**src/rtl/core/esc_pkg.sv**
```systemverilog
// ----------------------------------------------------------------------------
// esc_pkg
// Shared types, constants and 32-bit wrapping arithmetic helpers for the
// environmental sensor compensation pipeline.
// ----------------------------------------------------------------------------
package esc_pkg;

   localparam int DIV_W       = 32;
   localparam int CSR_IDX_W   = 3;
   localparam int CSR_DATA_W  = 48;
   localparam int HUM_W       = 14;

   typedef enum logic [CSR_IDX_W-1:0] {
      REG_TEMP_CAL    = 3'd0,
      REG_PRESS_CAL_A = 3'd1,
      REG_PRESS_CAL_B = 3'd2,
      REG_PRESS_CAL_C = 3'd3,
      REG_HUM_CAL_A   = 3'd4,
      REG_HUM_CAL_B   = 3'd5
   } reg_index_type;

   typedef struct packed {
      logic [47:0] temp_cal;
      logic [47:0] press_cal_a;
      logic [47:0] press_cal_b;
      logic [47:0] press_cal_c;
      logic [31:0] hum_cal_a;
      logic [31:0] hum_cal_b;
   } cal_type;

   // values that ride alongside the divider
   typedef struct packed {
      logic [31:0]      temp;
      logic [HUM_W-1:0] hum;
      logic             pvalid;
      logic             big;
   } side_type;

   localparam logic [31:0] T_FINE_OFS  = 32'd64000;
   localparam logic [31:0] H_FINE_OFS  = 32'd76800;
   localparam logic [31:0] H_CLAMP     = 32'd419430400;
   localparam logic [31:0] P_SCALE     = 32'd3125;
   localparam logic [31:0] P_BASE      = 32'd1048576;
   localparam logic [31:0] H_BIAS_C    = 32'd2097152;
   localparam logic [31:0] P_HALF      = 32'd32768;
   localparam logic [31:0] H_RND_B     = 32'd16384;
   localparam logic [31:0] H_RND_E     = 32'd8192;
   localparam logic [31:0] T_RND       = 32'd128;

   function automatic logic [31:0] mul32(input logic [31:0] a, input logic [31:0] b);
      logic [63:0] p;
      p = a * b;
      return p[31:0];
   endfunction

   function automatic logic [31:0] asr32(input logic [31:0] v, input logic [4:0] n);
      return $unsigned($signed(v) >>> n);
   endfunction

   function automatic logic [31:0] sx16(input logic [15:0] v);
      return {{16{v[15]}}, v};
   endfunction

   function automatic logic [31:0] sx12(input logic [11:0] v);
      return {{20{v[11]}}, v};
   endfunction

   function automatic logic [31:0] sx8(input logic [7:0] v);
      return {{24{v[7]}}, v};
   endfunction

endpackage

```
**src/rtl/core/esc_back.sv**
```systemverilog
// ----------------------------------------------------------------------------
// esc_back
// Pressure correction after the divide and the result register.
// ----------------------------------------------------------------------------
module esc_back (
   input  logic                        clock,
   input  logic                        reset,
   input  logic                        en,
   input  esc_pkg::cal_type            cal,
   input  logic                        in_valid,
   input  logic [31:0]                 in_quotient,
   input  esc_pkg::side_type           in_side,
   output logic                        out_valid,
   output logic signed [31:0]          out_temperature_centi,
   output logic [31:0]                 out_pressure_pa,
   output logic                        out_pressure_valid,
   output logic [esc_pkg::HUM_W-1:0]   out_humidity_centi
);

   logic [31:0] p7, p8, p9;

   logic [2:0]        vld_ff;
   logic [31:0]       pr1_ff, s2_1_ff, m8_1_ff, pr2_ff, c2_ff, d2_ff, pa3_ff;
   esc_pkg::side_type sd1_ff, sd2_ff, sd3_ff;

   logic [31:0] pr1_in, s2_1_in, m8_1_in, c2_in, d2_in, pa3_in, s1;

   always_comb begin
      p7      = esc_pkg::sx16(cal.press_cal_c[15:0]);
      p8      = esc_pkg::sx16(cal.press_cal_c[31:16]);
      p9      = esc_pkg::sx16(cal.press_cal_c[47:32]);
      // large numerator was divided unshifted: double the quotient
      pr1_in  = in_side.big ? (in_quotient << 1) : in_quotient;
      s1      = pr1_in >> 3;
      s2_1_in = esc_pkg::mul32(s1, s1);
      m8_1_in = esc_pkg::mul32(pr1_in >> 2, p8);
      c2_in   = esc_pkg::asr32(esc_pkg::mul32(p9, s2_1_ff >> 13), 5'd12);
      d2_in   = esc_pkg::asr32(m8_1_ff, 5'd13);
      pa3_in  = sd2_ff.pvalid ? pr2_ff + esc_pkg::asr32(c2_ff + d2_ff + p7, 5'd4) : 32'd0;
   end

   always_ff @(posedge clock) begin
      if (reset) begin
         vld_ff <= '0;
      end else if (en) begin
         vld_ff <= {vld_ff[1:0], in_valid};
      end
   end

   always_ff @(posedge clock) begin
      if (en) begin
         pr1_ff  <= pr1_in;  s2_1_ff <= s2_1_in; m8_1_ff <= m8_1_in; sd1_ff <= in_side;
         pr2_ff  <= pr1_ff;  c2_ff   <= c2_in;   d2_ff   <= d2_in;   sd2_ff <= sd1_ff;
         pa3_ff  <= pa3_in;  sd3_ff  <= sd2_ff;
      end
   end

   assign out_valid             = vld_ff[2];
   assign out_temperature_centi = $signed(sd3_ff.temp);
   assign out_pressure_pa       = pa3_ff;
   assign out_pressure_valid    = sd3_ff.pvalid;
   assign out_humidity_centi    = sd3_ff.hum;

endmodule

```
**config.mk**
```make
export PLATFORM = sky130hd
export DESIGN_NAME = esc_back
export DESIGN_NICKNAME = d
export VERILOG_FILES = /design/src/rtl/core/esc_pkg.sv /design/src/rtl/core/esc_back.sv
export SDC_FILE = /design/constraint.sdc
export NUM_CORES = 2
export LEC_CHECK = 0
export BUFFER_PORTS_ARGS = -buffer_cell sky130_fd_sc_hd__buf_2
export CAP_MARGIN = 20
export CORE_MARGIN = 1
export CORE_UTILIZATION = 24
export DETAILED_ROUTE_END_ITERATION = 10
export PLACE_DENSITY = 0.46
export SYNTH_ARGS = -nofsm -noshare
export SYNTH_HDL_FRONTEND = slang
export SYNTH_SLANG_ARGS = --single-unit
```
**constraint.sdc**
```tcl
create_clock -name clock -period 21.3 [get_ports clock]
set_clock_uncertainty 0.1 [all_clocks]
set_input_delay 2.13 -clock clock [delete_from_list [all_inputs] [get_ports clock]]
set_output_delay 2.13 -clock clock [all_outputs]
set_load 0.05 [all_outputs]
```
=== After elaboration in Yosys (flattened, before gate mapping) ===
Cells that the tools add are included.

* $add $sub $neg: 3
* Multipliers: 3
* Divide/modulo/power cells: 0
* Magnitude comparators: 0
* Equal/unequal tests: 0
* Shift-type cells: 0
* Multiplexer cells: 1
* Bitwise logic cells: 0
* Reduce and logical (&&, ||, !) cells: 0

{| class="wikitable"
|+ Operator list
! operator !! count
|-
| $add 32x32->32 || 1
|-
| $mul 29x29->32 || 1
|-
| $mul 30x32->32 || 1
|-
| $mul 32x19->32 || 1
|-
| $mux 32 || 1
|-
| $add 21x16->22 || 1
|-
| $add 20x19->21 || 1
|}

* Flip-flop bits (word level): 343
* Latch bits: 0
* Memory bits (writable): 0
* Memory bits (read-only): 0
* Input bits: 340
* Memories: 0

=== Logic depth before layout (Yosys ltp) ===
* Depth after elaboration: 3
* Gate-level depth with buffers: 35

=== Worst setup path after synthesis ===
OpenSTA, ideal clock, no wires.

* Path type: input to register
* From: input in_side[0] in the netlist's numbering
* To: register m8_1_ff[31], data pin
* Library setup time: 0.258 ns
* Arrival: 10.049 ns
* Required time: 20.942 ns
* Slack: 10.893 ns
* Stages on the path: 29
* Cells stage by stage: buf_6 buf_2 buf_2 buf_2 mux2i_1 clkinv_1 clkbuf_1 nand2_1 inv_1 fa_1 inv_1 fa_1 fa_1 fa_1 fa_1 inv_1 fa_1 fa_1 fa_1 ha_1 a21o_1 a21o_1 a21oi_1 o21bai_1 a21o_1 or4_1 a31o_1 a21oi_2 xnor2_1

* Cells in the longest elaborated chain, start to end: 2

{| class="wikitable"
|+ Ends and longest elaborated chain
! what !! RTL line !! RTL
|-
| from (decl) || esc_back.sv:12 || <nowiki>input esc_pkg::side_type in_side,</nowiki>
|-
| $mux 32 || esc_back.sv:33 || <nowiki>pr1_in = in_side.big ? (in_quotient << 1) : in_quotient;</nowiki>
|-
| $mul 30x32->32 || esc_pkg.sv:52 || <nowiki>p = a * b;</nowiki>
|-
| via m8_1_in[31] || esc_back.sv:26 || <nowiki>logic [31:0] pr1_in, s2_1_in, m8_1_in, c2_in, d2_in, pa3_in, s1;</nowiki>
|-
| to (signal assigned) || esc_back.sv:52 || <nowiki>pr1_ff <= pr1_in; s2_1_ff <= s2_1_in; m8_1_ff <= m8_1_in; sd1_ff <= in_side;</nowiki>
|-
| to (decl) || esc_back.sv:23 || <nowiki>logic [31:0] pr1_ff, s2_1_ff, m8_1_ff, pr2_ff, c2_ff, d2_ff, pa3_ff;</nowiki>
|}

The timed path passes the listed nets, and every way through them passes these cells.
A chain may end at the register's enable or synchronous reset.

=== Final worst setup path ===
Ends and elaborated chain as after synthesis.

==> key figures <==
Floorplan
  • Ports: 420
  • Width of the die: 451 um
  • Core ar.: 200,000 um2
  • Std-Cell Rows: 164
  • Initial core utilization: 0.242
  • Die area: around 200,000 um2
  • DIE HEIGHT: approximately 450 um

Global route
  • Initial antenna violation count: 27
  • Total GRT Usage: 0.131
  • GR Util met2: 0.209
  • Gr busiest metal: met2
  • GRT overflow: 0
  • Met1 Resource Use GR: 0.192
  • Vias in the first global route: 33,657
  • First-pass GRT wire length: 204,000 um
  • Largest net degree at the start of global routing: 135
  • Met3 GRT Util: 0.0149

Worst setup path
  • R2R Path End: c2_ff[16]
  • CP Class: input port to flip-flop
  • Data required time at the worst endpoint: about 21 ns
  • Arr. time, crit path: between 10 and 15 ns
  • Critical path peak fanout: 33
  • Critical path endpoint: m8_1_ff[31]
  • Slowest CP cell: buf_4
  • R2R depth: 21
  • Most common cell on crit path: fa_1
  • Crit-path max cell delay: just under 0.6 ns
  • CP Launch Type: input port
  • Worst R2R Start: s2_1_ff[16]
  • Critical Path Sink Type: flip-flop
  • FF-to-FF setup slack: 14.02 ns
  • Crit path from: in_side[0]

Yosys
  • Post-synthesis cell area: 48,300 um2
  • Synth Warn #: 0
  • Mux contribution to synthesized area: 0.00769
  • Most common cell in the netlist: inv_1
  • Top cells by count, synth: inv_1 (1,084), fa_1 (1,040), nand2_1 (491), ha_1 (355), and2_1 (351)
  • Count of cell types in the netlist: 74
  • Register bit count reported by yosys: 317
  • Yosys top cell area share: 0.431
  • Compound-gate portion of the synthesized area: 0.0319
  • Synth Area in Adders: 0.523
  • Main combinational cell family by area after synthesis: adder cells
  • Post-Synth XOR/XNOR Area: 0.0282
  • Synth top area cells: fa_1 (43%), edfxtp_1 (20%), ha_1 (9.2%), inv_1 (8.4%), and2_1 (4.5%)
  • Synth Area in Simple Gates: 0.116
  • Sequential share of the synthesized area: 0.196
  • Syn avg cell area: 10.6 um2
  • Dominant cell type by area after synthesis: fa_1
  • Predominant post-synthesis flop cell: edfxtp_1
  • Post-synth EDFFs: 314
  • Post-synth ARST share: 0
  • Mapped Cells: 4,543
  • Syn_nets: 6,278

Clock tree
  • Post-cts sizing count: 0
  • Setup Fix Bufs, Post-CTS: 0
  • TritonCTS Buffers: 38
  • Root buffer cell: clkbuf_16
  • Clock slew at the register clock pins of the worst setup and hold paths: 0.06 ns
  • Clk Latency, worst-skew pair: 0.57 ns
  • Clock H-tree levels: 2
  • Clock Sink Count: ~320
  • CTS tree: done
  • CTS Hold Bufs: 0
  • Max clock buf depth: 3

Status
  • Status: finished with violations
  • Failing checks: design-rule violations

STA
  • Max-slew violation count: 0
  • Worst slew margin: 0.300
  • Final min period: 11.08 ns
  • Setup TNS: 0 ns
  • Worst Max-Slew Pin Slew: ~1.0 ns
  • Maximum clock rate: 90.2 MHz
  • Crit share post-route: 0.520
  • Hold Fails Final Rpt: 0
  • Final setup fails: 0
  • RSZ-0062 raised after global routing: no

Finish
  • Filler cell count: 21,146
  • Fin cells: 7,395
  • Layout cells sized above 1: 0.0767
  • Final core utilization: 0.270
  • Area grow syn2layout: 11.7%
  • # nets final: 6,438

Route
  • Wirelength per Cell: 17.7 um
  • Final wirelength: 131,000 um
  • Vias post-DR: a little over 30,000
  • Antenna viol nets, final: 0
  • Vias per cell: 4.14
  • 1st-iter DRT viols: 1,634
  • Drt first pass iters: 9
  • Post-route DRC: approximately 120

Worst hold path
  • Worst min path class: flip-flop to flip-flop

Job
  • Max-cap violations: 0

Placement
  • Final RePlAce weighted congestion: 0.837
  • DP Cell Count: about 7,300
  • IO buf count: 211
  • Dpl hpwl: 103,000 um
## layer usage
layer,part of all wire,vias to the layer above
met5,0.00088,-
met4,0.015,20
met3,0.050,141
met2,0.45,662
met1,0.48,15844
li1,-,13943
## per-stage QoR
stage                     setup slack [ns]  hold WS, ns  area [um2]
after floorplan                      10.89        0.300       48300
after global placement                9.70        0.300       52600
after detailed placement              9.62        0.305       52600
after CTS                            10.23        0.311       53900
after global routing                  9.85        0.321       53900
final                                10.22        0.309       54000
## cell type report
| cell class | instances | area [um2] | area share |
|---|---|---|---|
| Clock buffer | 38 | 951 | 0.0176 |
| Multi-Input combinational cell | 2983 | 34200 | 0.633 |
| Sequential cell | 317 | 9490 | 0.176 |
| Inverter | 1090 | 4090 | 0.0758 |
| Tap cell | 2656 | 3320 | 0.0616 |
| Clock inverter | 31 | 375 | 0.00696 |
| Timing Repair Buffer | 273 | 1550 | 0.0288 |
| Antenna cell | 7 | 17.5 | 0.000325 |
## kinds of logic (layout without fill, tap and decap cells)
family                     after synthesis  count (layout)
buffers and inverters                 1243            1432
xor gates and xnor gates               154             154
adders and majority gates             1395            1395
and+or+nand+nor                       1171            1171
AOI/OAI and AO/OA                      227             227
other                                    0               7
DFF                                    317             317
muxes                                   36              36
## registers in the layout (all words and copies together) (netlist names)
register / cells
c2_ff: 20
d2_ff: 19
m8_1_ff: 19
out_humidity_centi: 14
out_pressure_pa: 32
out_pressure_valid: 1
out_temperature_centi: 32
pr1_ff: 32
pr2_ff: 32
s2_1_ff: 19
sd1_ff: 47
sd2_ff: 47
vld_ff: 3
## layout by cell type, fill, tap and decap left out, types with 8 or more instances in the layout
master,synthesis,final
mux2i_1,32,27
clkinv_1,4,11
nand2_1,491,491
nor2b_1,26,26
a21o_1,27,27
xor2_1,30,30
o21ai_0,33,33
nor3_1,18,18
xnor2_1,123,123
buf_4,0,61
clkbuf_16,0,38
edfxtp_1,314,314
ha_1,355,355
a211oi_1,9,9
nor2_1,207,207
fa_1,1040,1040
buf_2,3,210
and3_1,11,11
a21oi_1,67,67
nand3_1,20,20
and2_1,351,351
o21a_1,30,30
o21ai_1,8,8
inv_1,1084,1081
## worst min path at each step
| stage | from | endpoint | slack, ns | cells after the start |
|---|---|---|---|---|
| 5_1_grt | pr1_ff[19] | pr2_ff[19] | 0.32 | 0 |
| 3_3_place_gp | sd2_ff[29] | out_temperature_centi[13] | 0.30 | 0 |
| 2_1_floorplan | m8_1_ff[13] | d2_ff[0] | 0.30 | 0 |
| 3_5_place_dp | sd2_ff[7] | out_humidity_centi[5] | 0.30 | 0 |
| 6_report | sd2_ff[30] | out_temperature_centi[14] | 0.31 | 0 |
| 4_1_cts | sd2_ff[38] | out_temperature_centi[22] | 0.31 | 0 |
## worst max-delay path, delay by kind of cell
kind / cells / cell delay [ns]
compound gates: 6 / 1.24
xor+xnor: 1 / 0.30
fa+ha+maj: 9 / 4.02
buf+inv: 9 / 1.99
mux: 1 / 0.28
simple gates: 4 / 1.17
Power is left out: the tool's default activity adds up to more than one toggle a clock period on the data nets, which glitch-free logic cannot reach.
