[src/rtl/core/esc_pkg.sv]
// ----------------------------------------------------------------------------
// esc_pkg
// Shared types, constants and 32-bit wrapping arithmetic helpers for the
// environmental sensor compensation pipeline.
// ----------------------------------------------------------------------------
package esc_pkg;

   localparam int DIV_W       = 32;
   localparam int CSR_IDX_W   = 3;
   localparam int CSR_DATA_W  = 48;
   localparam int HUM_W       = 14;

   typedef enum logic [CSR_IDX_W-1:0] {
      REG_TEMP_CAL    = 3'd0,
      REG_PRESS_CAL_A = 3'd1,
      REG_PRESS_CAL_B = 3'd2,
      REG_PRESS_CAL_C = 3'd3,
      REG_HUM_CAL_A   = 3'd4,
      REG_HUM_CAL_B   = 3'd5
   } reg_index_type;

   typedef struct packed {
      logic [47:0] temp_cal;
      logic [47:0] press_cal_a;
      logic [47:0] press_cal_b;
      logic [47:0] press_cal_c;
      logic [31:0] hum_cal_a;
      logic [31:0] hum_cal_b;
   } cal_type;

   // values that ride alongside the divider
   typedef struct packed {
      logic [31:0]      temp;
      logic [HUM_W-1:0] hum;
      logic             pvalid;
      logic             big;
   } side_type;

   localparam logic [31:0] T_FINE_OFS  = 32'd64000;
   localparam logic [31:0] H_FINE_OFS  = 32'd76800;
   localparam logic [31:0] H_CLAMP     = 32'd419430400;
   localparam logic [31:0] P_SCALE     = 32'd3125;
   localparam logic [31:0] P_BASE      = 32'd1048576;
   localparam logic [31:0] H_BIAS_C    = 32'd2097152;
   localparam logic [31:0] P_HALF      = 32'd32768;
   localparam logic [31:0] H_RND_B     = 32'd16384;
   localparam logic [31:0] H_RND_E     = 32'd8192;
   localparam logic [31:0] T_RND       = 32'd128;

   function automatic logic [31:0] mul32(input logic [31:0] a, input logic [31:0] b);
      logic [63:0] p;
      p = a * b;
      return p[31:0];
   endfunction

   function automatic logic [31:0] asr32(input logic [31:0] v, input logic [4:0] n);
      return $unsigned($signed(v) >>> n);
   endfunction

   function automatic logic [31:0] sx16(input logic [15:0] v);
      return {{16{v[15]}}, v};
   endfunction

   function automatic logic [31:0] sx12(input logic [11:0] v);
      return {{20{v[11]}}, v};
   endfunction

   function automatic logic [31:0] sx8(input logic [7:0] v);
      return {{24{v[7]}}, v};
   endfunction

endpackage

[src/rtl/core/esc_csr.sv]
// ----------------------------------------------------------------------------
// esc_csr
// Calibration register file, written through a valid/ready port.
// ----------------------------------------------------------------------------
module esc_csr (
   input  logic                           clock,
   input  logic                           reset,
   input  logic                           csr_valid,
   output logic                           csr_ready,
   input  logic [esc_pkg::CSR_IDX_W-1:0]  csr_index,
   input  logic [esc_pkg::CSR_DATA_W-1:0] csr_wdata,
   output esc_pkg::cal_type               cal
);

   esc_pkg::cal_type cal_ff;

   assign csr_ready = 1'b1;
   assign cal       = cal_ff;

   always_ff @(posedge clock) begin
      if (reset) begin
         cal_ff <= '0;
      end else if (csr_valid) begin
         unique case (csr_index)
            esc_pkg::REG_TEMP_CAL:    cal_ff.temp_cal    <= csr_wdata;
            esc_pkg::REG_PRESS_CAL_A: cal_ff.press_cal_a <= csr_wdata;
            esc_pkg::REG_PRESS_CAL_B: cal_ff.press_cal_b <= csr_wdata;
            esc_pkg::REG_PRESS_CAL_C: cal_ff.press_cal_c <= csr_wdata;
            esc_pkg::REG_HUM_CAL_A:   cal_ff.hum_cal_a   <= csr_wdata[31:0];
            esc_pkg::REG_HUM_CAL_B:   cal_ff.hum_cal_b   <= csr_wdata[31:0];
            default: ;
         endcase
      end
   end

endmodule

[config.mk]
export PLATFORM = sky130hd
export DESIGN_NAME = esc_csr
export DESIGN_NICKNAME = d
export VERILOG_FILES = /design/src/rtl/core/esc_pkg.sv /design/src/rtl/core/esc_csr.sv
export SDC_FILE = /design/constraint.sdc
export NUM_CORES = 1
export LEC_CHECK = 0
export ABC_AREA = 1
export BUFFER_PORTS_ARGS = -buffer_cell sky130_fd_sc_hd__buf_2
export CAP_MARGIN = 40
export CELL_PAD_IN_SITES_DETAIL_PLACEMENT = 0
export CELL_PAD_IN_SITES_GLOBAL_PLACEMENT = 1
export CORE_ASPECT_RATIO = 0.7
export CORE_MARGIN = 1.5
export CORE_UTILIZATION = 35
export CTS_CLUSTER_DIAMETER = 120
export CTS_CLUSTER_SIZE = 25
export DETAILED_ROUTE_END_ITERATION = 6
export PLACE_DENSITY = 0.87
export RECOVER_POWER = 50
export REMOVE_ABC_BUFFERS = 1
export SYNTH_ARGS = -nofsm -noshare
export SYNTH_HDL_FRONTEND = slang
export SYNTH_SLANG_ARGS = --single-unit
[constraint.sdc]
create_clock -name clock -period 2.5 [get_ports clock]
set_clock_uncertainty 0.05 [all_clocks]
set_input_delay 0.375 -clock clock [delete_from_list [all_inputs] [get_ports clock]]
set_output_delay 0.375 -clock clock [all_outputs]
set_load 0.1 [all_outputs]
Word level (Yosys, flattened, before mapping)
Index checks and enable logic that the tools add are counted.
{"block": "word_totals", "regBits": 256, "in_bits": 54, "out_inout_bits": 257, "elab_cells": 18}
{"block": "classes", "n_eq_ne": 5, "reduce_logical": 7}
{"op": "$reduce_and 2->1", "n": 6}
{"op": "$eq 3x2->1 const B", "n": 2}
{"op": "$eq 3x3->1 const B", "n": 2}
{"op": "$eq 3x1->1 const B", "n": 1}
{"op": "$logic_not 3->1", "n": 1}

Logic depth before layout (Yosys ltp)
Gate-level depths: netlist of run 1.
{"block": "logic_depth", "ltp_word": 2, "ltp_mapped": 7, "depth_no_buf": 5}

Worst setup path after synthesis of run 1
OpenSTA, ideal clock, no wires.
{"block": "synth_path", "path_type": "register to output", "start": "register cal_ff, in the netlist cal[0]", "end": "output cal[0] in the netlist's numbering", "arrival_ps": 925, "required_time_ps": 2075, "slack_ps": 1150, "stages_incl_launch_ff": 1, "path_buffers": 0, "path_cell_list": "dfxtp_1"}
{"element": "start, declared", "line_no": "esc_csr.sv:15", "source": "esc_pkg::cal_type cal_ff;"}
{"element": "end, declared", "line_no": "esc_csr.sv:12", "source": "output esc_pkg::cal_type cal"}
No word-level cell between the ends.

==> impl_metrics.tcl, run 1 <==
set metrics [dict create \
    drtPass1Iterations 5 \
    io-pin-count 311 \
    synthTopCellsByCount "sky130_fd_sc_hd__nor2_1 (522), sky130_fd_sc_hd__nand2_1 (262), sky130_fd_sc_hd__dfxtp_1 (256), sky130_fd_sc_hd__nand3_1 (256), sky130_fd_sc_hd__buf_2 (56)" \
    cp_max_fo 73 \
    drt_iter0_drc 650 \
    regToRegStartpoint "cal[87]" \
    coreArea_mm2 0.02801 \
    total_inserted_antenna_cells 0 \
    gp_congestion 0.7844 \
    syn-instance-count 1460 \
    timing.hold.worst_path_depth 5 \
    cts_htree_levels 1 \
    clockRootBuffer "sky130_fd_sc_hd__clkbuf_16" \
    i_o_buffers 309 \
    holdBufCountCts 0 \
    synth_most_common_cell "sky130_fd_sc_hd__nor2_1" \
    worst_hold_path.endpoint "cal[159]" \
    global_route_total_usage_across_every_layer_pct 21.29 \
    drcViolationCount 0 \
    critPathSlowestCell "sky130_fd_sc_hd__clkbuf_2" \
    numPlacedInstances 2056 \
    wl_um 33310 \
    synth_enable_flop_cells 0 \
    die_height_um 144.8 \
    grt_setup_unrepaired "false" \
    fin_nets 1755 \
    floorplan.die_area_mm2 0.02977 \
    timing.rr.end "cal[87]" \
    timing.critical_path.required_ns 2.87 \
    largest_reg_flops 256 \
    critical-path-max-stage-delay_ns 1.18 \
    area.growth.synth_to_final_pct 22.40 \
    cts_tree "done" \
    critPathKind "in2reg" \
    syn_area_per_cell_um2 6.886 \
    first_global_vias 8767 \
    dp_worst_setup_slack_ns 0.6394 \
    antenna_left 0 \
    timing.reg2reg.setup_slack_ns 1.81 \
    max_freq_mhz 516.9 \
    hold_violations 0 \
    die-width_um 205.6 \
    setup_slack_ns 0.5654 \
    postSynthRegisterBits 256 \
    asyncSetResetFlopFracSynth_pct 0 \
    initial_utilization_pct 35.89 \
    synth_seq_area_share_pct 50.98 \
    tritoncts.num_buffers 14 \
    worst_ir_drop_vdd_mv 0.4315 \
    crit_arrival_ns 2.30 \
    finalMaxSlewViolations 74 \
    post-synth-top-area-fraction_pct 50.98 \
    fin_setup_tns_ns 0 \
    top_flip_flop_cell_by_instance_count_after_synthesis "sky130_fd_sc_hd__dfxtp_1" \
    routedWlPerCell_um 16.08 \
    cap_viol_max_count 1 \
    netlist_top_cells_area "sky130_fd_sc_hd__dfxtp_1 (51%), sky130_fd_sc_hd__nor2_1 (19%), sky130_fd_sc_hd__nand3_1 (13%)" \
    static-leakage-power_nw 6.071 \
    grt_max_degree 90 \
    final_cell_count_without_fillers 2072 \
    tightest_slew_ns 1.575 \
    final_design_utilization_pct 43.93 \
    finalSetupViolCount 0 \
    failed_checks "max-capacitance violations, max-slew violations" \
    post_synth_instance_area_mm2 0.01005 \
    route.detailed.vias_per_inst 4.766 \
    post-route-period-util_pct 77.38 \
    cp-start-kind "input pin" \
    slew_headroom_pct -5.013 \
    grt_pass1_wl_um 49820 \
    initial_antenna_violation_count 1 \
    synth_largest_area_cell "sky130_fd_sc_hd__dfxtp_1" \
    timing.critical_path.cells "clkbuf_1, inv_6, clkbuf_2, nand2_1, nor2_1" \
    globalRoute.totalOverflow 0 \
    vias 9876 \
    timing.reg2reg.worst_path_depth 2 \
    clk_pin_slew_worst_paths_ns 0.10 \
    result_of_the_run "finished, violations left" \
    cts-root-to-sink-buffers 3 \
    timing.final.crit_period_ns 1.935 \
    placement_rows 51 \
    post_cts_resized 0 \
    power-per-cell-area_mw_per_mm2 707.5 \
    min_path_type "in2reg" \
    place_hpwl_um 20830 \
    insertion_delay_ns 0.48 \
    synthDistinctLibCells 11 \
    end_kind "flip-flop" \
    hold_startpoint "csr_wdata[47]" \
    clock-sinks 256 \
    post-cts-setup-buffers 0 \
    yosysWarningCount 0 \
    drive_gt1_share_pct 21.05 \
]
critical path: cells and delay by family:
family                 cells  cell delay, ns
AND/OR/NAND/NOR            2            0.30
buffers and inverters      3            1.55
placed cells by master (no fill, tap or decap), types with 2 or more instances in the layout:
cell,n
sky130_fd_sc_hd__buf_12,8
sky130_fd_sc_hd__clkbuf_16,15
sky130_fd_sc_hd__inv_1,52
sky130_fd_sc_hd__buf_4,9
sky130_fd_sc_hd__dfxtp_1,256
sky130_fd_sc_hd__nand3_1,256
sky130_fd_sc_hd__buf_2,305
sky130_fd_sc_hd__clkbuf_1,4
sky130_fd_sc_hd__clkbuf_2,6
sky130_fd_sc_hd__nor2_1,512
sky130_fd_sc_hd__nor2_4,10
sky130_fd_sc_hd__inv_2,2
sky130_fd_sc_hd__nand2_1,262
kinds of logic (layout without fill, tap and decap cells):
kind of cell,after synthesis,in the layout,synth area share (%)
other,1,1,0.03730
and+or+nand+nor,1040,1040,42.02
buffers and inverters,163,404,6.969
DFF,256,256,50.98
per-layer routing:
metal / share of wire, % / up-vias / routed length (um) / track usage, %
li1: - / 4971 / - / -
met1: 45 / 4526 / 15090 / 28.97
met2: 45 / 339 / 14930 / 34.02
met3: 8.5 / 38 / 2840 / 5.755
met4: 1.3 / 2 / 433 / 3.880
met5: 0.036 / - / 12 / 0
worst max path at each step:
stage | start | to | slack (ns) | depth (start not counted)
6_report | reset | cal[191] | 0.57 | 5
5_1_grt | reset | cal[205] | 0.42 | 5
4_1_cts | cal[192] | cal[192] | 0.70 | 1
3_5_place_dp | csr_index[0] | cal[95] | 0.64 | 7
3_3_place_gp | csr_index[1] | cal[74] | 0.68 | 7
2_1_floorplan | csr_valid | cal[100] | -4.12 | 5
stage by stage:
stage / area, um2 / power, mW / hold WS [ns]
3_5_place_dp: 11970 / 6.350 / 0.4160
5_1_grt: 12310 / 9.069 / 0.2069
6_report: 12310 / 8.706 / 0.2025
2_1_floorplan: 9559 / 5.980 / 0.5832
3_3_place_gp: 11970 / 6.337 / 0.4055
4_1_cts: 12360 / 8.812 / 0.1681
area by class of cell:
type | instances | area [um2]
Multi-Input combinational cell | 1041 | 4303
Timing Repair Buffer | 333 | 1807
Tap cell | 371 | 464.2
Fill cell | 2895 | 15710
Clock buffer | 15 | 375.4
Sequential cell | 256 | 5125
Clock inverter | 1 | 20.02
Inverter | 55 | 211.5
power by group:
part	total [mW]	internal, mW	switching (mW)
Sequential	4.29	4.22	0.0736
Combinational	1.96	0.329	1.63
Clock	2.46	1.10	1.36
Power figures use the tool's default switching activity.
==> run 2: changes to the inputs <==
==> constraint.sdc (replaced) <==
create_clock -name clock -period 1.94 [get_ports clock]
set_clock_uncertainty 0.05 [all_clocks]
set_input_delay 0.291 -clock clock [delete_from_list [all_inputs] [get_ports clock]]
set_output_delay 0.291 -clock clock [all_outputs]
set_load 0.1 [all_outputs]
==> run 2 against run 1 <==
  * The run now ends clean
  * Cell area is 1.4% higher
  * Power is 30% higher
  * First-iteration DRC count stayed put
  * Worst hold slack got worse by 0.11 ns
  * Flip-flop and latch count unchanged
  * Global-route usage fell by 0.082 points
  * Sequential share of layout area down 0.57 points
  * Clock power grew 30%
  * Count of clock-buffer cells in the layout unchanged
  * Via count increased by 0.88%
  * Sequential power is 29% higher
==> impl_metrics.tcl, run 2 (synthesized netlist as in run 1, its figures left out) <==
set metrics [dict create \
    result_of_the_run "finished, final reports clean" \
    cap_viol_max_count 0 \
    cts_tree "done" \
    critical-path-max-stage-delay_ns 0.98 \
    crit_arrival_ns 2.06 \
    cp_max_fo 11 \
    initial_utilization_pct 35.89 \
    cts_htree_levels 1 \
    clk_pin_slew_worst_paths_ns 0.10 \
    cp-start-kind "input pin" \
    gp_congestion 0.7766 \
    post-route-cell-area_mm2 0.01248 \
    holdBufCountCts 0 \
    setup.worst_path.start "csr_valid" \
    io-pin-count 311 \
    fin_nets 1771 \
    most-common-layout-cells "sky130_fd_sc_hd__nor2_1 (514), sky130_fd_sc_hd__buf_2 (308), sky130_fd_sc_hd__nand2_1 (262)" \
    multiInputGateArea_mm2 0.004288 \
    post-cts-setup-buffers 0 \
    clockRootBuffer "sky130_fd_sc_hd__clkbuf_16" \
    power-per-cell-area_mw_per_mm2 904.6 \
    slew_headroom_pct 10.77 \
    antenna_left 0 \
    timing.rr.end "cal[33]" \
    end_kind "flip-flop" \
    drtPass1Iterations 4 \
    hold_startpoint "csr_wdata[47]" \
    min_path_type "in2reg" \
    cell_mode_on_critical_path "sky130_fd_sc_hd__nor2_1" \
    coreArea_mm2 0.02801 \
    most_common_library_cell_in_the_layout_ignoring_fill_and_taps "sky130_fd_sc_hd__nor2_1" \
    placement.cell_area_mm2 0.01214 \
    worst_path_dominant_cell_family "simple AND/OR/NAND/NOR gates" \
    global_route_total_usage_across_every_layer_pct 21.20 \
    grt_pass1_wl_um 49680 \
    switching_share_pct 35.29 \
    routedWlPerCell_um 15.79 \
    timing.final.crit_period_ns 1.715 \
    max_freq_mhz 583.0 \
    nFillCells 2958 \
    finalSetupViolCount 0 \
    clock-sinks 256 \
    globalRoute.totalOverflow 0 \
    die-width_um 205.6 \
    fin_setup_tns_ns 0 \
    register_area_mm2 0.005125 \
    post_cts_resized 0 \
    placement_rows 51 \
    critPathKind "in2reg" \
    insertion_delay_ns 0.48 \
    worst_ir_drop_vdd_mv 0.4593 \
    grt_max_degree 68 \
    power_frac_seq_pct 49.1 \
    timing.critical_path.required_ns 2.28 \
    tightest_slew_ns 1.333 \
    largest_reg_flops 256 \
    hold_violations 0 \
    drive_gt1_share_pct 21.43 \
    die_height_um 144.8 \
    tritoncts.num_buffers 14 \
    static-leakage-power_nw 6.156 \
    post-route-period-util_pct 88.42 \
    regToRegStartpoint "cal[33]" \
    grt_setup_unrepaired "false" \
    initial_antenna_violation_count 1 \
    finalMaxSlewViolations 0 \
    route.detailed.vias_per_inst 4.769 \
    wl_um 32980 \
    cts-root-to-sink-buffers 3 \
    power.clock.fraction_pct 28.4 \
    critPathSlowestCell "sky130_fd_sc_hd__nor2_1" \
    drt_iter0_drc 650 \
    worst_hold_path.endpoint "cal[159]" \
    timing.reg2reg.setup_slack_ns 1.24 \
    timing.reg2reg.worst_path_depth 2 \
    timing.hold.worst_path_depth 5 \
    drcViolationCount 0 \
    fraction_of_power_consumed_by_combinational_cells_pct 22.5 \
    i_o_buffers 309 \
    timing.critical_path.cells "buf_2, inv_1, nor2_1, clkbuf_2, nand3_1, nand2_1, nor2_1" \
    critPathBufInv 3 \
    floorplan.die_area_mm2 0.02977 \
    place_hpwl_um 21650 \
    internal-power_mw 7.304 \
    p_sw_mw 3.983 \
    vias 9963 \
    area.growth.synth_to_final_pct 24.11 \
    first_global_vias 8757 \
]
run 2: power by group through the flow:
stage	clock (mW)	sequential, mW	combinational, mW
2_1_floorplan	0	6.97	0.741
3_3_place_gp	0	5.65	2.54
3_5_place_dp	0	5.66	2.56
4_1_cts	3.30	5.54	2.56
5_1_grt	3.45	5.56	2.69
6_report	3.21	5.54	2.54
run 2: worst max-delay path by stage:
| stage | endpoint | slack (ns) | depth (start not counted) |
|---|---|---|---|
| global route | cal[83] | 0.12 | 7 |
| global placement | cal[165] | 0.38 | 7 |
| CTS | cal[33] | 0.24 | 1 |
| finish | cal[80] | 0.22 | 7 |
| floorplan | cal[100] | -4.59 | 5 |
| detailed placement | cal[183] | 0.33 | 7 |
run 2: final cells by class:
class,count,share of cell area [%]
well taps,371,3.720
diodes,1,0.02006
repair buffers,349,15.95
flip-flops and latches,256,41.07
clock buffers,15,3.008
multi-input cells,1041,34.37
inverters,55,1.695
clock inverters,1,0.1604
run 2: worst register-to-register path: stages (launching register included):
cell	delay, ns
sky130_fd_sc_hd__dfxtp_1	0.40
sky130_fd_sc_hd__nor2_1	0.07
sky130_fd_sc_hd__nor2_1	0.12
run 2: per-stage QoR:
stage / util [%] / power (mW) / hold slack, ns / instances / worst slack (ns)
3_5_place_dp: 43.33 / 8.213 / 0.4174 / 2072 / 0.3262
4_1_cts: 44.74 / 11.39 / 0.08508 / 2088 / 0.2386
2_1_floorplan: - / 7.706 / 0.4992 / 1352 / -4.594
6_report: 44.54 / 11.29 / 0.09626 / 2089 / 0.2246
3_3_place_gp: 43.33 / 8.197 / 0.4064 / 2072 / 0.3753
5_1_grt: 44.53 / 11.70 / 0.1109 / 2088 / 0.1217
run 2: metal layers:
metal,up-vias,share of wire [%],GRT usage (%)
met5,-,0.042,0
li1,5012,-,-
met4,2,1.7,3.611
met3,37,9.0,6.202
met2,318,42,32.61
met1,4594,47,29.67
==> run 3: changes to the inputs <==
--- a/config.mk
+++ b/config.mk
@@ -13,12 +13,12 @@
 export CORE_ASPECT_RATIO = 0.7
 export CORE_MARGIN = 1.5
 export CORE_UTILIZATION = 35
+export CTS_BUF_LIST = sky130_fd_sc_hd__clkbuf_2 sky130_fd_sc_hd__clkbuf_4 sky130_fd_sc_hd__clkbuf_8
 export CTS_CLUSTER_DIAMETER = 120
 export CTS_CLUSTER_SIZE = 25
 export DETAILED_ROUTE_END_ITERATION = 6
 export PLACE_DENSITY = 0.87
 export RECOVER_POWER = 50
-export REMOVE_ABC_BUFFERS = 1
 export SYNTH_ARGS = -nofsm -noshare
 export SYNTH_HDL_FRONTEND = slang
 export SYNTH_SLANG_ARGS = --single-unit
==> run 3 against run 2 <==
  * Cell count decreased by 0.62%
  * Wire length increased by 5.0%
  * Critical path depth decreased by 6
==> impl_metrics.tcl, run 3 (synthesized netlist as in run 1, its figures left out) <==
set metrics [dict create \
    floorplan.die_area_mm2 0.02977 \
    grt_setup_unrepaired "false" \
    die-width_um 205.6 \
    fin_setup_tns_ns 0 \
    cp.depth 1 \
    holdBufCountCts 0 \
    critical-path-max-stage-delay_ns 0.46 \
    hold_violations 0 \
    cts_htree_levels 1 \
    gp_congestion 0.7962 \
    route.detailed.vias_per_inst 4.864 \
    die_height_um 144.8 \
    tritoncts.num_buffers 14 \
    place_hpwl_um 22200 \
    internal-power_mw 6.600 \
    io-pin-count 311 \
    timing.critical_path.cells "buf_2" \
    wl_um 34620 \
    critPathBufInv 1 \
    critPathSlowestCell "sky130_fd_sc_hd__buf_2" \
    cts-root-to-sink-buffers 3 \
    worst_ir_drop_vdd_mv 0.3956 \
    vias 10100 \
    drive_gt1_share_pct 21.17 \
    timing.critical_path.to "cal[60]" \
    drcViolationCount 0 \
    i_o_buffers 309 \
    setup_slack_ns 0.1570 \
    timing.reg2reg.worst_path_depth 2 \
    timing.hold.worst_path_depth 5 \
    fin_total_pwr_mw 10.52 \
    cp-start-kind "flip-flop" \
    fraction_of_power_consumed_by_combinational_cells_pct 24.0 \
    most-common-layout-cells "sky130_fd_sc_hd__nor2_1 (513), sky130_fd_sc_hd__buf_2 (309), sky130_fd_sc_hd__nand2_1 (262)" \
    post-cts-setup-buffers 0 \
    first_global_vias 8935 \
    final_design_utilization_pct 43.37 \
    initial_utilization_pct 35.89 \
    worst_path_dominant_cell_family "buffers and inverters" \
    clock-sinks 256 \
    insertion_delay_ns 0.54 \
    placement_rows 51 \
    top_usage_layer "met2" \
    power-per-cell-area_mw_per_mm2 865.7 \
    p_sw_mw 3.918 \
    critPathKind "reg2out" \
    initial_antenna_violation_count 0 \
    clockRootBuffer "sky130_fd_sc_hd__clkbuf_8" \
    drt_iter0_drc 598 \
    mappedNetlistNets 1514 \
    grt_pass1_wl_um 51500 \
    tightest_slew_ns 1.188 \
    regToRegStartpoint "cal[93]" \
    slew_headroom_pct 20.77 \
    largest_reg_flops 256 \
    timing.critical_path.required_ns 1.60 \
    numPlacedInstances 2060 \
    cts_tree "done" \
    max_freq_mhz 560.8 \
    dp_worst_setup_slack_ns 0.3744 \
    area.growth.synth_to_final_pct 20.86 \
    end_kind "output port" \
    result_of_the_run "finished, final reports clean" \
    cap_viol_max_count 0 \
    hold_startpoint "csr_wdata[45]" \
    setup.worst_path.start "cal[60]" \
    fin_nets 1759 \
    static-leakage-power_nw 6.027 \
    cp_max_fo 2 \
    finalSetupViolCount 0 \
    timing.rr.end "cal[93]" \
    routedWlPerCell_um 16.67 \
    power_frac_seq_pct 52.8 \
    drtPass1Iterations 5 \
    grtUsageMet1_pct 32.46 \
    grt_use_met2_pct 33.88 \
    grt_max_degree 113 \
    coreArea_mm2 0.02801 \
    clk_pin_slew_worst_paths_ns 0.15 \
    finalMaxSlewViolations 0 \
    post_cts_resized 0 \
    power.clock.fraction_pct 23.3 \
    switching_share_pct 37.25 \
    globalRoute.totalOverflow 0 \
    final_cell_count_without_fillers 2076 \
    crit_arrival_ns 1.44 \
    total_inserted_antenna_cells 0 \
    min_path_type "in2reg" \
    timing.final.crit_period_ns 1.783 \
    most_common_library_cell_in_the_layout_ignoring_fill_and_taps "sky130_fd_sc_hd__nor2_1" \
    global_route_total_usage_across_every_layer_pct 22.16 \
    post-route-period-util_pct 91.91 \
    timing.reg2reg.setup_slack_ns 1.21 \
    met3_usage_pct 3.762 \
    antenna_left 0 \
]
-- run 3: metrics by stage --
step,cell area [um2],hold WS [ns]
2_1_floorplan,10050,0.4960
4_1_cts,12240,0.02743
6_report,12150,0.06160
5_1_grt,12150,0.07030
3_3_place_gp,12010,0.4067
3_5_place_dp,12010,0.4148
-- run 3: power groups by stage --
stage	Sequential, mW	Combinational [mW]	Clock [mW]
after floorplan	6.97	0.694	0
after global placement	5.66	2.53	0
after detailed placement	5.66	2.54	0
after CTS	5.55	2.55	2.52
after global routing	5.57	2.66	2.68
final	5.55	2.52	2.45
-- run 3: worst min-delay path: stages --
cell and delay [ns]:
sky130_fd_sc_hd__buf_2 0.07, sky130_fd_sc_hd__inv_1 0.06, sky130_fd_sc_hd__nand3_1 0.08, sky130_fd_sc_hd__nand2_1 0.05
sky130_fd_sc_hd__nor2_1 0.07
-- run 3: how the worst min path moves through the flow --
stage	endpoint	slack, ns
after floorplan	cal[243]	0.50
after global placement	cal[235]	0.41
after detailed placement	cal[110]	0.41
after CTS	cal[198]	0.03
after global routing	cal[253]	0.07
final	cal[157]	0.06
-- run 3: layout make-up --
class	instances	area [um2]
timing repair buffer	337	1828
inverter	55	211.5
clock buffer	15	206.4
tap	371	464.2
clock inverter	1	20.02
fill	2946	15860
sequential	256	5125
multi-input combinational	1041	4295
-- run 3: routing by layer --
metal	share of wire (%)	vias to the layer above
li1	-	4978
met1	47	4685
met2	43	399
met3	7.7	35
met4	1.7	0
met5	0	-
